--- src/rtl/cfdv_pkg.sv ---
// ----------------------------------------------------------------------------
// cfdv_pkg
// Shared types and constants of the consecutive-frame detection validator:
// opcodes, result kinds, register indexes, payload structs and FSM states.
// ----------------------------------------------------------------------------
package cfdv_pkg;

  // Field widths fixed by the item format
  localparam int unsigned COORD_W    = 16;
  localparam int unsigned REQ_W      = 4;
  localparam int unsigned MCOUNT_W   = 4;
  localparam int unsigned DIST_W     = 33;
  localparam int unsigned SQ_W       = 32;
  localparam int unsigned CNT_W      = 32;
  localparam int unsigned OP_W       = 2;
  localparam int unsigned CFG_IDX_W  = 3;
  localparam int unsigned CFG_DATA_W = 33;

  // Register reset values
  localparam logic [COORD_W-1:0] RST_MIN_CONF    = 16'd0;
  localparam logic [COORD_W-1:0] RST_MIN_RADIUS  = 16'd0;
  localparam logic [COORD_W-1:0] RST_MAX_RADIUS  = 16'hFFFF;
  localparam logic [REQ_W-1:0]   RST_REQ_FRAMES  = 4'd3;
  localparam logic [DIST_W-1:0]  RST_MAX_DIST_SQ = 33'd102400;

  typedef enum logic [OP_W-1:0] {
    OP_DET     = 2'd0,
    OP_DET_EOF = 2'd1,
    OP_EOF     = 2'd2,
    OP_NOP     = 2'd3
  } op_e;

  typedef enum logic {
    KIND_REPORT  = 1'b0,
    KIND_SUMMARY = 1'b1
  } kind_e;

  typedef enum logic [CFG_IDX_W-1:0] {
    REG_MIN_CONF    = 3'd0,
    REG_MIN_RADIUS  = 3'd1,
    REG_MAX_RADIUS  = 3'd2,
    REG_REQ_FRAMES  = 3'd3,
    REG_MAX_DIST_SQ = 3'd4
  } reg_idx_e;

  typedef enum logic [2:0] {
    ST_IDLE,
    ST_SLOT,
    ST_ISSUE,
    ST_WAIT,
    ST_REPORT,
    ST_SUMMARY
  } state_e;

  typedef struct packed {
    logic [COORD_W-1:0] min_conf;
    logic [COORD_W-1:0] radius_lo;
    logic [COORD_W-1:0] radius_hi;
    logic [REQ_W-1:0]   req_frames;
    logic [DIST_W-1:0]  max_dist_sq;
  } cfg_t;

  typedef struct packed {
    logic [OP_W-1:0]    opcode;
    logic [COORD_W-1:0] center_x;
    logic [COORD_W-1:0] center_y;
    logic [COORD_W-1:0] ball_radius;
    logic [COORD_W-1:0] confidence;
  } in_item_t;

  typedef struct packed {
    kind_e               kind;
    logic                validated;
    logic [MCOUNT_W-1:0] match_count;
    logic                frame_has_ball;
    logic                frame_overflow;
    logic [CNT_W-1:0]    frame_total;
    logic [CNT_W-1:0]    detection_total;
    logic [CNT_W-1:0]    validated_total;
    logic                last;
  } out_item_t;

  // Tag of one history read travelling down the distance pipeline
  typedef struct packed {
    logic valid;
    logic epoch;
    logic last;
  } issue_t;

  typedef struct packed {
    logic valid;
    logic epoch;
    logic last;
    logic hit;
  } dist_res_t;

endpackage

--- src/rtl/cfdv_seq.sv ---
// ----------------------------------------------------------------------------
// cfdv_seq
// Sequencer of the validator: filters detections, walks the earlier frames
// newest first through the history store, keeps the frame state and the
// counters, and holds the output register.
// ----------------------------------------------------------------------------
module cfdv_seq #(
  parameter int unsigned MAX_FRAMES     = 8,
  parameter int unsigned MAX_DETECTIONS = 16,
  parameter int unsigned AW             = 7
) (
  input  logic                           clk_i,
  input  logic                           rst_ni,
  input  cfdv_pkg::cfg_t                 cfg_i,
  input  logic                           in_valid_i,
  output logic                           in_ready_o,
  input  cfdv_pkg::in_item_t             in_item_i,
  output logic                           out_valid_o,
  input  logic                           out_ready_i,
  output cfdv_pkg::out_item_t            out_item_o,
  output cfdv_pkg::issue_t               issue_o,
  output logic [AW-1:0]                  rd_addr_o,
  input  cfdv_pkg::dist_res_t            res_i,
  output logic [cfdv_pkg::COORD_W-1:0]   cx_o,
  output logic [cfdv_pkg::COORD_W-1:0]   cy_o,
  output logic                           wr_en_o,
  output logic [AW-1:0]                  wr_addr_o,
  output logic [2*cfdv_pkg::COORD_W-1:0] wr_data_o
);

  localparam int unsigned FW = $clog2(MAX_FRAMES);
  localparam int unsigned CW = $clog2(MAX_DETECTIONS + 1);
  localparam int unsigned IW = (MAX_DETECTIONS > 1) ? $clog2(MAX_DETECTIONS) : 1;
  localparam int unsigned RW = $clog2(MAX_FRAMES + 1);
  localparam logic [FW-1:0] LAST_SLOT   = FW'(MAX_FRAMES - 1);
  localparam logic [CW-1:0] DET_CAP     = CW'(MAX_DETECTIONS);
  localparam logic [AW-1:0] SLOT_STRIDE = AW'(MAX_DETECTIONS);
  localparam logic [7:0]    FRAMES_CAP  = 8'(MAX_FRAMES);

  cfdv_pkg::state_e             state_q, state_d;
  cfdv_pkg::op_e                op_q, in_op;
  logic [cfdv_pkg::COORD_W-1:0] cx_q, cy_q;
  logic [FW-1:0]                slot_q, rem_q, run_q, prev_slot;
  logic [RW-1:0]                req_q;
  logic [CW-1:0]                cnt_q, slot_cnt;
  logic [IW-1:0]                idx_q;
  logic                         epoch_q;
  logic [FW-1:0]                head_q, fill_q;
  logic [CW-1:0]                cur_cnt_q;
  logic                         any_valid_q, ovf_q;
  logic [cfdv_pkg::CNT_W-1:0]   frame_cnt_q, det_cnt_q, val_cnt_q;
  logic [CW-1:0]                frame_counts_q [MAX_FRAMES];
  logic                         out_valid_q;
  cfdv_pkg::out_item_t          out_q;

  logic       keep, cur_res, hit, miss_end, out_free, last_idx, valid_now, store_ok;
  logic       accept, start, enter_slot, issue, hit_take, do_report, do_summary;
  logic [7:0] req8, reqm1, fill8, lim8, mc8;

  // Decode the incoming item and the search bounds
  always_comb begin
    in_op = cfdv_pkg::op_e'(in_item_i.opcode);
    keep  = (in_op == cfdv_pkg::OP_DET || in_op == cfdv_pkg::OP_DET_EOF) &&
            (in_item_i.confidence >= cfg_i.min_conf) &&
            (in_item_i.ball_radius >= cfg_i.radius_lo) &&
            (in_item_i.ball_radius <= cfg_i.radius_hi);
    req8 = {4'd0, cfg_i.req_frames};
    if (req8 == 8'd0) begin
      req8 = 8'd1;
    end
    if (req8 > FRAMES_CAP) begin
      req8 = FRAMES_CAP;
    end
    reqm1 = req8 - 8'd1;
    fill8 = 8'(fill_q);
    lim8  = (fill8 < reqm1) ? fill8 : reqm1;
  end

  // Search bookkeeping
  always_comb begin
    prev_slot = (slot_q == '0) ? LAST_SLOT : slot_q - 1'b1;
    slot_cnt  = frame_counts_q[prev_slot];
    last_idx  = (CW'(idx_q) + CW'(1)) == cnt_q;
    cur_res   = res_i.valid && (res_i.epoch == epoch_q);
    hit       = cur_res && res_i.hit;
    miss_end  = cur_res && res_i.last && !res_i.hit;
    out_free  = !out_valid_q || out_ready_i;
    mc8       = 8'(run_q) + 8'd1;
    valid_now = mc8 >= 8'(req_q);
    store_ok  = cur_cnt_q < DET_CAP;
  end

  // Next state and strobes
  always_comb begin
    state_d    = state_q;
    accept     = 1'b0;
    start      = 1'b0;
    enter_slot = 1'b0;
    issue      = 1'b0;
    hit_take   = 1'b0;
    do_report  = 1'b0;
    do_summary = 1'b0;
    unique case (state_q)
      cfdv_pkg::ST_IDLE: begin
        if (in_valid_i) begin
          accept = 1'b1;
          if (in_op == cfdv_pkg::OP_NOP) begin
            state_d = cfdv_pkg::ST_IDLE;
          end else if (keep) begin
            start   = 1'b1;
            state_d = cfdv_pkg::ST_SLOT;
          end else if (in_op != cfdv_pkg::OP_DET) begin
            state_d = cfdv_pkg::ST_SUMMARY;
          end
        end
      end
      cfdv_pkg::ST_SLOT: begin
        if (rem_q == '0 || slot_cnt == '0) begin
          state_d = cfdv_pkg::ST_REPORT;
        end else begin
          enter_slot = 1'b1;
          state_d    = cfdv_pkg::ST_ISSUE;
        end
      end
      cfdv_pkg::ST_ISSUE: begin
        if (hit) begin
          hit_take = 1'b1;
          state_d  = cfdv_pkg::ST_SLOT;
        end else begin
          issue = 1'b1;
          if (last_idx) begin
            state_d = cfdv_pkg::ST_WAIT;
          end
        end
      end
      cfdv_pkg::ST_WAIT: begin
        if (hit) begin
          hit_take = 1'b1;
          state_d  = cfdv_pkg::ST_SLOT;
        end else if (miss_end) begin
          state_d = cfdv_pkg::ST_REPORT;
        end
      end
      cfdv_pkg::ST_REPORT: begin
        if (out_free) begin
          do_report = 1'b1;
          state_d   = (op_q == cfdv_pkg::OP_DET_EOF) ? cfdv_pkg::ST_SUMMARY
                                                     : cfdv_pkg::ST_IDLE;
        end
      end
      cfdv_pkg::ST_SUMMARY: begin
        if (out_free) begin
          do_summary = 1'b1;
          state_d    = cfdv_pkg::ST_IDLE;
        end
      end
      default: state_d = cfdv_pkg::ST_IDLE;
    endcase
  end

  always_ff @(posedge clk_i or negedge rst_ni) begin
    if (!rst_ni) begin
      state_q <= cfdv_pkg::ST_IDLE;
    end else begin
      state_q <= state_d;
    end
  end

  // Per-item working registers
  always_ff @(posedge clk_i) begin
    if (accept) begin
      op_q   <= in_op;
      cx_q   <= in_item_i.center_x;
      cy_q   <= in_item_i.center_y;
      slot_q <= head_q;
      rem_q  <= lim8[FW-1:0];
      req_q  <= req8[RW-1:0];
    end
    if (start) begin
      run_q <= '0;
    end
    if (enter_slot) begin
      slot_q <= prev_slot;
      rem_q  <= rem_q - 1'b1;
      cnt_q  <= slot_cnt;
      idx_q  <= '0;
    end
    if (issue) begin
      idx_q <= idx_q + 1'b1;
    end
    if (hit_take) begin
      run_q <= run_q + 1'b1;
    end
  end

  // Frame state, counters and epoch
  always_ff @(posedge clk_i or negedge rst_ni) begin
    if (!rst_ni) begin
      epoch_q        <= 1'b0;
      head_q         <= '0;
      fill_q         <= '0;
      cur_cnt_q      <= '0;
      any_valid_q    <= 1'b0;
      ovf_q          <= 1'b0;
      frame_cnt_q    <= '0;
      det_cnt_q      <= '0;
      val_cnt_q      <= '0;
      frame_counts_q <= '{default: '0};
    end else begin
      if (hit_take) begin
        epoch_q <= ~epoch_q;
      end
      if (do_report) begin
        det_cnt_q <= det_cnt_q + 1'b1;
        if (valid_now) begin
          val_cnt_q   <= val_cnt_q + 1'b1;
          any_valid_q <= 1'b1;
        end
        if (store_ok) begin
          cur_cnt_q <= cur_cnt_q + 1'b1;
        end else begin
          ovf_q <= 1'b1;
        end
      end
      if (do_summary) begin
        frame_cnt_q            <= frame_cnt_q + 1'b1;
        frame_counts_q[head_q] <= cur_cnt_q;
        head_q                 <= (head_q == LAST_SLOT) ? '0 : head_q + 1'b1;
        if (fill_q != LAST_SLOT) begin
          fill_q <= fill_q + 1'b1;
        end
        cur_cnt_q   <= '0;
        any_valid_q <= 1'b0;
        ovf_q       <= 1'b0;
      end
    end
  end

  // Output register: free when empty or being taken
  always_ff @(posedge clk_i or negedge rst_ni) begin
    if (!rst_ni) begin
      out_valid_q <= 1'b0;
    end else if (do_report || do_summary) begin
      out_valid_q <= 1'b1;
    end else if (out_ready_i) begin
      out_valid_q <= 1'b0;
    end
  end

  always_ff @(posedge clk_i) begin
    if (do_report) begin
      out_q.kind            <= cfdv_pkg::KIND_REPORT;
      out_q.validated       <= valid_now;
      out_q.match_count     <= mc8[cfdv_pkg::MCOUNT_W-1:0];
      out_q.frame_has_ball  <= 1'b0;
      out_q.frame_overflow  <= 1'b0;
      out_q.frame_total     <= '0;
      out_q.detection_total <= '0;
      out_q.validated_total <= '0;
      out_q.last            <= (op_q == cfdv_pkg::OP_DET);
    end else if (do_summary) begin
      out_q.kind            <= cfdv_pkg::KIND_SUMMARY;
      out_q.validated       <= 1'b0;
      out_q.match_count     <= '0;
      out_q.frame_has_ball  <= any_valid_q;
      out_q.frame_overflow  <= ovf_q;
      out_q.frame_total     <= frame_cnt_q + 1'b1;
      out_q.detection_total <= det_cnt_q;
      out_q.validated_total <= val_cnt_q;
      out_q.last            <= 1'b1;
    end
  end

  // History reads and writes
  always_comb begin
    issue_o.valid = issue;
    issue_o.epoch = epoch_q;
    issue_o.last  = last_idx;
    rd_addr_o     = AW'(slot_q) * SLOT_STRIDE + AW'(idx_q);
    wr_en_o       = do_report && store_ok;
    wr_addr_o     = AW'(head_q) * SLOT_STRIDE + AW'(cur_cnt_q);
    wr_data_o     = {cx_q, cy_q};
  end

  assign in_ready_o  = (state_q == cfdv_pkg::ST_IDLE);
  assign out_valid_o = out_valid_q;
  assign out_item_o  = out_q;
  assign cx_o        = cx_q;
  assign cy_o        = cy_q;

endmodule

--- config.mk ---
export PLATFORM = sky130hd
export DESIGN_NAME = cfdv_seq
export DESIGN_NICKNAME = d
export VERILOG_FILES = /design/src/rtl/cfdv_pkg.sv /design/src/rtl/cfdv_seq.sv
export SDC_FILE = /design/constraint.sdc
export NUM_CORES = 1
export LEC_CHECK = 0
export ABC_AREA = 0
export BUFFER_PORTS_ARGS = -buffer_cell sky130_fd_sc_hd__buf_2
export CAP_MARGIN = 20
export CORE_MARGIN = 3
export CORE_UTILIZATION = 49
export CTS_CLUSTER_DIAMETER = 200
export DETAILED_ROUTE_END_ITERATION = 7
export PLACE_DENSITY = 0.88
export SLEW_MARGIN = 20
export SYNTH_ARGS = -nofsm -noshare
export SYNTH_HDL_FRONTEND = slang
export SYNTH_SLANG_ARGS = --single-unit
--- constraint.sdc ---
create_clock -name clk_i -period 2.7 [get_ports clk_i]
set_input_delay 0.405 -clock clk_i [delete_from_list [all_inputs] [get_ports clk_i]]
set_output_delay 0.405 -clock clk_i [all_outputs]
set_load 0.02 [all_outputs]
=== Word level (Yosys, flattened, before mapping) ===
Index checks and enable logic that the tools add are counted.

* Flip-flop bits (word level): 315
* Output and inout port bits: 189

* $add $sub $neg: 15
* $lt $le $gt $ge: 10
* Eq/ne operators: 19
* Mux-type cells: 60
* Bitwise gates (word level): 3
* Reduce and logical (&&, ||, !) cells: 37

{| class="wikitable"
|+ Operators by type and width
! operator !! count
|-
| two-way mux 104 bit || 2
|-
| adder 32 x 1 -> 32 bit, second input constant || 3
|-
| two-way mux 3 bit || 21
|-
| bitwise mux 40 bit || 1
|-
| >= comparator 16 bit || 2
|-
| two-way mux 5 bit || 6
|-
| two-way mux 1 bit || 23
|-
| case mux 3 bit (6 select lines) || 1
|-
| less-or-equal comparator 16 bit || 1
|-
| two-way mux 4 bit || 4
|-
| nonzero test 2 bit || 8
|-
| binary-select mux 5 bit (select 3 bit) || 1
|-
| demux 5 bit (select 3 bit) || 1
|-
| AND reduction 2 bit || 5
|-
| adder 3 x 1 -> 3 bit, second input constant || 3
|-
| == test 3 bit, second input constant || 3
|-
| logical AND 1 bit || 9
|-
| logical NOT 3 bit || 3
|-
| != test 3 bit, second input constant || 3
|-
| >= comparator 4 bit, second input constant || 2
|-
| greater-than comparator 8 x 4 -> 1 bit, second input constant || 1
|-
| < comparator 3 x 8 -> 1 bit || 1
|-
| NOT 3 -> 4 bit || 2
|-
| adder 7 x 4 -> 7 bit || 1
|-
| other kinds (27) || 37
|}

=== Logic depth before layout (Yosys ltp) ===
Gate-level depths: netlist of the first run.

* Depth in word-level cells: 12
* Mapped depth: 14

=== Least setup slack after synthesis of the first run ===
Ideal clock, no wire load.

* Path kind: register to register
* Start: register slot_q[0]
* End: register rem_q[0] (enable)
* Library setup time: 0.281 ns
* Data arrival time: 2.863 ns
* Path slack: -0.445 ns
* Cell stages (with the launch flop): 14
* Path buffers: 3
* Clock period less this slack: 3.145 ns
* Cell sequence: edfxtp_1 > inv_1 > ha_1 > ha_1 > nor2b_4 > buf_6 > mux4_2 > mux2_2 > nor4_1 > a21o_1 > or4_1 > buf_4 > buf_4 > nand2_1

* Cells in the longest elaborated chain, start to end: 11
* Elaborated cells on any way between the ends: 12

{| class="wikitable"
|+ Ends and longest elaborated chain
! element !! line !! source
|-
| start: declaration || cfdv_seq.sv:43 || <nowiki>logic [FW-1:0] slot_q, rem_q, run_q, prev_slot;</nowiki>
|-
| start signal: assignment || cfdv_seq.sv:175 || <nowiki>slot_q <= head_q;</nowiki>
|-
| start signal: assignment || cfdv_seq.sv:183 || <nowiki>slot_q <= prev_slot;</nowiki>
|-
| subtractor 3 x 1 -> 3 bit / logical NOT 3 bit (equally long branches) || cfdv_seq.sv:81 || <nowiki>prev_slot = (slot_q == '0) ? LAST_SLOT : slot_q - 1'b1;</nowiki>
|-
| two-way mux 3 bit (*) || cfdv_seq.sv:81 ||
|-
| NOT 3 -> 4 bit (implied by the code) (*) || cfdv_seq.sv:82 || <nowiki>slot_cnt = frame_counts_q[prev_slot];</nowiki>
|-
| binary-select mux 5 bit (select 3 bit) (*) || cfdv_seq.sv:82 ||
|-
| two-way mux 5 bit (implied by the code) (*) (2 in a row) || cfdv_seq.sv:82 ||
|-
| net slot_cnt[1] || cfdv_seq.sv:45 || <nowiki>logic [CW-1:0] cnt_q, slot_cnt;</nowiki>
|-
| logical NOT 5 bit (*) || cfdv_seq.sv:118 || <nowiki>if (rem_q == '0 || slot_cnt == '0) begin</nowiki>
|-
| logical OR 1 bit (*) || cfdv_seq.sv:118 ||
|-
| two-way mux 1 bit (*) || cfdv_seq.sv:118 ||
|-
| two-way mux 1 bit (*) || cfdv_seq.sv:103 || <nowiki>unique case (state_q)</nowiki>
|-
| nonzero test 2 bit (no line) (*) || -- ||
|-
| end signal: assignment || cfdv_seq.sv:176 || <nowiki>rem_q <= lim8[FW-1:0];</nowiki>
|-
| end signal: assignment || cfdv_seq.sv:184 || <nowiki>rem_q <= rem_q - 1'b1;</nowiki>
|-
| end: declaration || cfdv_seq.sv:43 ||
|}

The timed path passes the listed nets; every way through them passes the cells marked *. The select of a mux whose other input is x is not followed.
A chain may end at the register's enable or synchronous reset.

=== Final worst setup path of the first run ===
* Start: register slot_q[0]
* End: register slot_q[0], data pin

* Cells in the longest elaborated chain, start to end: 11
* Elaborated cells on any way between the ends: 12

{| class="wikitable"
|+ Ends and longest elaborated chain
! element !! line !! source
|-
| subtractor 3 x 1 -> 3 bit / logical NOT 3 bit (equally long branches) || cfdv_seq.sv:81 ||
|-
| two-way mux 3 bit (*) || cfdv_seq.sv:81 ||
|-
| NOT 3 -> 4 bit (implied by the code) (*) || cfdv_seq.sv:82 ||
|-
| binary-select mux 5 bit (select 3 bit) (*) || cfdv_seq.sv:82 ||
|-
| two-way mux 5 bit (implied by the code) (*) (2 in a row) || cfdv_seq.sv:82 ||
|-
| net slot_cnt[4] || cfdv_seq.sv:45 ||
|-
| logical NOT 5 bit (*) || cfdv_seq.sv:118 ||
|-
| logical OR 1 bit (*) || cfdv_seq.sv:118 ||
|-
| two-way mux 1 bit (*) || cfdv_seq.sv:118 ||
|-
| two-way mux 1 bit (*) || cfdv_seq.sv:103 ||
|-
| two-way mux 3 bit (*) || cfdv_seq.sv:182 || <nowiki>if (enter_slot) begin</nowiki>
|}

Marks and branches as above.

==> impl_metrics.csv, run 1 <==
group,metric,value,unit
critical_path,rrSetupSlack,-0.27,ns
critical_path,r2r_cells,13,
floorplanning,rows,62,
power_and_ir_drop,ir_worst_vdd,0.550,mV
critical_path,cp_max_fo,6,
power_and_ir_drop,power.density,847,mW/mm²
placement,pre_cts_slack,-0.272,ns
power_and_ir_drop,p_total,15.0,mW
grt,grt_max_degree,71,
grt,use_met2,37.9,%
critical_path,slowest_delay,0.50,ns
clock_tree,cts-root-buf,"clkbuf_16",
floorplanning,start_util,50.3,%
cells_and_area,fin_util,60.9,%
sta,finalCritPeriodShare,110,%
outcome,status,"complete, but fails checks",
grt,grt_pass1_vias,11400,
grt,grt_pass1_wl,55.9,mm
floorplanning,fp.dieW,179,µm
synthesis,synth.largest_area_cell,"dfrtp_1",
synthesis,yosysTopAreaCellShare,26.4,%
critical_path,setup.worst_path.start_class,"flip-flop",
grt,grt.met3_usage,4.28,%
min_path,hold_depth,1,
floorplanning,core-area,0.0290,mm²
routing,viasPerCell,5.32,
sta,finClkSkew,0.0128,ns
synthesis,synth.cell_area,0.0146,mm²
critical_path,cp_data_arrival_time,3.37,ns
synthesis,synthTopCellsByArea,"dfrtp_1 26%, dfxtp_1 14%, edfxtp_1 13%",
synthesis,synth_enable_flop_cells,62,
synthesis,synth-main-ff-cell,"dfrtp_1",
synthesis,ys_async_sr_fraction,48.9,%
critical_path,required,3.10,ns
grt,antenna_found_initial,2,
cells_and_area,stdcell_area,0.0177,mm²
critical_path,cpMaxStageDelayCell,"mux4_2",
min_path,min_to,"cx_o[5]",
sta,setup_tns,-5.78,ns
min_path,min_from,"in_item_i[53]",
synthesis,yosys_warnings,0,
floorplanning,die-area,0.0319,mm²
critical_path,cp_common_cell,"ha_4",
routing,drtPass1Iterations,5,
sta,max_slew.worst_pin.slew,0.769,ns
synthesis,ys_types,61,
critical_path,r2r-end,"slot_q[0]",
clock_tree,insertion_delay,0.56,ns
outcome,violations,"negative setup slack",
grt,gr-total-overflow,0,
floorplanning,ios,348,
grt,grt_util_all_layers,21.4,%
synthesis,syn_inst,1400,
cells_and_area,nets,1921,
min_path,hold_path_class,"in -> reg",
synthesis,synth-seq-cells,315,
flow_run,maxCapViolCount,0,
sta,setup_viol,23,
routing,ant_nets,0,
sta,slew_violations,0,
sta,fin_ws,-0.266,ns
clock_tree,cts_buffers,31,
sta,max_slew_margin,48.7,%
critical_path,critPathKind,"reg -> reg",
placement,routabilityCongestion,0.891,
grt,top_usage_layer,"met2",
power_and_ir_drop,leakage,8.71,nW
synthesis,synth-seq-area-share,52.7,%
placement,dpl.hpwl,25.5,mm
routing,vias,11200,
critical_path,rr_startpoint,"slot_q[0]",
critical_path,end_kind,"flip-flop",
synthesis,ys_top_cells_by_count,"245 x nand2_1, 154 x dfrtp_1, 99 x dfxtp_1",
routing,remaining_drc_errors,0,
clock_tree,cts_sinks,315,
placement,portBuffers,314,
sta,rsz0062_at_grt,"yes",
cells_and_area,n_fill_cell,2234,
sta,hold_viol_final,0,
routing,wl_per_cell,16.6,µm
clock_tree,clock_path_buffers,3,
synthesis,syn_area_per_cell,10.4,µm²
cells_and_area,area_growth,20.9,%
clock_tree,htree_levels,1,
synthesis,yosysMostFrequentCell,"nand2_1",
cells_and_area,drive_gt1_share,28.5,%
floorplanning,dieHeight,179,µm
critical_path,crit_chain,"inv_2 -> ha_4 -> ha_4 -> nor2b_4 -> buf_12 -> mux4_2 -> mux2_4 -> nor4_4 -> a21o_1 -> or4_4 -> buf_4 -> nand2_1 -> o21ai_1",
routing,wl,34.9,mm
synthesis,syn-num-nets,1630,
clock_tree,tritoncts,"yes",
routing,drt_iter0_drc,693,
sta,fin_crit,2.97,ns
sta,max_freq,337,MHz
placement,place_area,0.0165,mm²
clock_tree,clkTransAtPathRegs,0.06,ns
grt,grtUsageMet1,25.7,%
-- where the power goes --
group | switching, mW | internal (mW)
logic | 2.75 | 1.73
registers | 0.595 | 5.59
clock network | 1.80 | 2.50
-- area by class of cell --
type | instances | area (µm²) | area share (%)
clock inverter | 11 | 98.8 | 0.560
antenna | 3 | 7.51 | 0.0425
clock buffer | 47 | 938 | 5.31
tap | 384 | 480 | 2.72
timing repair buffer | 356 | 1950 | 11.1
sequential | 315 | 7700 | 43.6
inverter | 79 | 297 | 1.68
multi-input combinational | 908 | 6180 | 35.0
-- sequential cells by signal, summed over array words and instances, names as in the netlist, 4 cells and up --
register and cells:
val_cnt_q 32, frame_cnt_q 32, frame_counts_q 40, det_cnt_q 32
out_item_o 105, idx_q 4, cur_cnt_q 5, cx_o 16
req_q 4, cnt_q 5, cy_o 16
-- how the worst max path moves through the flow --
stage	start	slack, ns	end	cells past startpoint
CTS	slot_q[0]	-0.19	slot_q[0]	12
detailed placement	slot_q[0]	-0.27	slot_q[2]	12
finish	slot_q[0]	-0.27	slot_q[0]	13
global route	slot_q[0]	-0.39	rem_q[1]	12
floorplan	slot_q[0]	-0.29	slot_q[1]	13
global placement	slot_q[0]	-0.19	slot_q[1]	12
-- stage by stage --
| stage | hold slack [ns] | cells |
|---|---|---|
| detailed placement | 0.409 | 2038 |
| CTS | 0.00508 | 2098 |
| finish | 0.0205 | 2103 |
| global placement | 0.409 | 2038 |
| global route | 0.000754 | 2102 |
| floorplan | 0.109 | 1400 |
-- kinds of logic after synthesis --
| logic type | share of synthesized area [%] |
|---|---|
| multiplexers | 5.65 |
| AO/OA/AOI/OAI | 4.68 |
| adder cells (fa/ha/maj) | 6.08 |
| AND/OR/NAND/NOR | 17.0 |
| buffers and inverters | 5.80 |
| XOR/XNOR | 8.09 |
| flip-flops | 52.7 |
-- placed cells by master (no fill, tap or decap), types with 46 or more instances in the layout --
master / instances
nand3_1: 92
dfxtp_1: 99
dfrtp_1: 153
buf_2: 312
edfxtp_1: 62
ha_1: 68
inv_1: 77
mux2_2: 46
nand2_1: 243
nor2_1: 65
xnor2_1: 89
-- layer usage --
| metal | vias to the layer above | share of wire [%] |
|---|---|---|
| met1 | 5353 | 39 |
| met3 | 86 | 7.9 |
| met2 | 458 | 49 |
| met4 | 0 | 3.8 |
| li1 | 5295 | - |
| met5 | - | 0 |
-- what timing repair did --
item / CTS / global route
buffers inserted: 1 / 1
hold buffers: 1 / 0
endpoints found under the hold margin: 56 / 0
cloned: 0 / 1
endpoints found under the setup margin: 24 / 28
resized for setup: 5 / 10
pin swaps: 0 / 1
-- critical path: cells and delay by family, from the launching register on --
kind / cells / cell delay, ns
multiplexers: 2 / 0.80
flip-flops: 1 / 0.38
AO/OA/AOI/OAI: 2 / 0.28
AND/OR/NAND/NOR: 4 / 0.67
buffers and inverters: 3 / 0.35
adder cells (fa/ha/maj): 2 / 0.32
(Power assumes the default switching activity.)
==> run 2: changes to the inputs <==
Settings changed: SETUP_SLACK_MARGIN set to 0.5.
==> impl_metrics.csv, run 2 (synthesized netlist as in run 1, its figures left out) <==
group,metric,value,unit
clock_tree,htree_levels,2,
clock_tree,clkTransAtPathRegs,0.06,ns
cells_and_area,area_growth,30.4,%
sta,max_slew_margin,46.7,%
critical_path,end_kind,"flip-flop",
routing,drtPass1Iterations,7,
power_and_ir_drop,clkPwrFrac,29.2,%
sta,hold_viol_final,0,
outcome,violations,"negative setup slack",
routing,remaining_drc_errors,0,
critical_path,cp_common_cell,"ha_4",
flow_run,maxCapViolCount,0,
routing,wl_per_cell,19.0,µm
clock_tree,insertion_delay,0.50,ns
floorplanning,fp.dieW,179,µm
critical_path,setup.worst_path.start_class,"flip-flop",
cells_and_area,drive_gt1_share,37.7,%
power_and_ir_drop,seq_power_share,38.6,%
critical_path,crit_chain,"inv_2 -> ha_4 -> ha_4 -> nor2b_4 -> buf_12 -> mux4_2 -> mux2_4 -> nor4_4 -> a21o_1 -> or4_4 -> buf_6 -> mux2i_2",
cells_and_area,fin_util,65.6,%
sta,fin_ws,-0.366,ns
placement,dp.cells,2039,
floorplanning,start_util,50.3,%
power_and_ir_drop,intPower,10.5,mW
power_and_ir_drop,ir_worst_vdd,0.591,mV
clock_tree,tritoncts,"yes",
routing,wl,41.1,mm
cells_and_area,nets,1981,
cells_and_area,final_cell_count_no_fill,2162,
sta,finClkSkew,0.0139,ns
power_and_ir_drop,leakage,9.26,nW
routing,vias,11700,
placement,dpl.hpwl,27.7,mm
floorplanning,ios,348,
outcome,status,"complete, but fails checks",
sta,max_freq,326,MHz
grt,grt_pass1_vias,11800,
grt,grt_util_all_layers,24.0,%
routing,ant_nets,0,
routing,drt_iter0_drc,909,
power_and_ir_drop,power.density,842,mW/mm²
placement,portBuffers,314,
grt,grt_max_degree,71,
power_and_ir_drop,p_sw,5.53,mW
cells_and_area,largest_register_ffs,105,
floorplanning,core-area,0.0290,mm²
grt,gr-total-overflow,0,
sta,setup_viol,23,
clock_tree,cts_sinks,315,
cells_and_area,n_fill_cell,2063,
power_and_ir_drop,pwr-share-comb,32.1,%
critical_path,cpMaxStageDelayCell,"mux4_2",
cells_and_area,layout_common_cells,"310 x buf_2, 233 x nand2_1, 141 x dfrtp_1",
sta,max_slew.worst_pin.slew,0.800,ns
clock_tree,cts-root-buf,"clkbuf_16",
critical_path,critPathKind,"reg -> reg",
clock_tree,cts_buffers,34,
sta,slew_violations,0,
placement,pre_cts_slack,-0.432,ns
placement,routabilityCongestion,0.890,
sta,fin_crit,3.07,ns
critical_path,cp_max_fo,10,
critical_path,slowest_delay,0.50,ns
min_path,hold_path_class,"in -> reg",
sta,hold_ws,0.0776,ns
floorplanning,die-area,0.0319,mm²
cells_and_area,final_common_cell,"buf_2",
floorplanning,rows,62,
power_and_ir_drop,p_sw_share,34.5,%
grt,antenna_found_initial,3,
critical_path,required,3.02,ns
critical_path,cp_data_arrival_time,3.39,ns
floorplanning,dieHeight,179,µm
routing,viasPerCell,5.43,
grt,grt_pass1_wl,60.7,mm
clock_tree,clock_path_buffers,3,
sta,rsz0062_at_grt,"yes",
sta,finalCritPeriodShare,114,%
==> run 2: changes by cell type in the layout (fill, tap and decap cells not counted), moves of 10 or more <==
cell	change
nor2_2	+10
nor2_1	-18
dfrtp_2	+12
nand2_1	-10
ha_4	+11
xnor2_1	-13
inv_1	-12
buf_6	+22
ha_1	-12
xnor2_2	+12
buf_4	+32
dfrtp_1	-12
nand3_1	-11
==> run 2: routing by layer <==
| layer | track usage, % | up-vias | part of all wire, % |
|---|---|---|---|
| met5 | 0 | - | 0.029 |
| met4 | 8.67 | 2 | 4.1 |
| met3 | 4.74 | 117 | 7.1 |
| met2 | 45.9 | 521 | 53 |
| met1 | 26.2 | 5665 | 36 |
| li1 | - | 5434 | - |
==> run 2: area by class of cell <==
type | instances | area [µm²] | share of cell area [%]
flip-flops and latches | 315 | 7710 | 40.5
multi-input cells | 909 | 6910 | 36.3
repair buffers | 411 | 2480 | 13.0
clock buffers | 50 | 1030 | 5.39
well taps | 384 | 480 | 2.52
inverters | 79 | 313 | 1.64
clock inverters | 11 | 114 | 0.598
repair inverters | 1 | 7.51 | 0.0394
diodes | 2 | 5.00 | 0.0263
==> run 2: final timing paths <==
check,startpoint,to,slack [ns],depth (start not counted)
max,slot_q[0],rem_q[1],-0.37,12
min,in_item_i[33],cy_o[1],0.08,1
max reg2reg,slot_q[0],rem_q[1],-0.37,12
min reg2reg,out_item_o[49],out_item_o[49],0.43,2
max in group asynchronous,rst_ni,frame_cnt_q[2],1.29,3
min in group asynchronous,rst_ni,val_cnt_q[29],0.47,2
==> run 2: critical path: cells and delay by family, from the launching register on <==
kind	cells	cell delay, ns
compound gates	1	0.19
fa+ha+maj	2	0.34
buf+inv	3	0.35
flops	1	0.37
mux	3	1.04
simple gates	3	0.61
==> run 2: power by group through the flow <==
| stage | combinational, mW | clock [mW] | sequential (mW) |
|---|---|---|---|
| final | 5.16 | 4.69 | 6.19 |
| after detailed placement | 4.41 | 0 | 6.21 |
| after floorplan | 2.77 | 0 | 6.34 |
| after global routing | 5.56 | 4.95 | 6.26 |
| after global placement | 4.23 | 0 | 6.17 |
| after CTS | 4.90 | 4.74 | 6.14 |
==> run 2: timing repair <==
item | CTS | global route
hold buffers | 1 | 0
setup endpoints to repair | 146 | 133
buffers inserted | 37 | 20
hold endpoints to repair | 56 | 0
pin swaps | 25 | 38
resized for setup | 77 | 86
cloned | 2 | 0
==> run 2: stage by stage <==
step                setup TNS, ns  power [mW]  area [µm²]
floorplan                   -5.56        9.11       14900
global placement            -6.57        10.4       16700
detailed placement          -8.53        10.6       16700
CTS                         -5.13        15.8       18500
global route                -8.45        16.8       19000
finish                      -6.25        16.0       19000
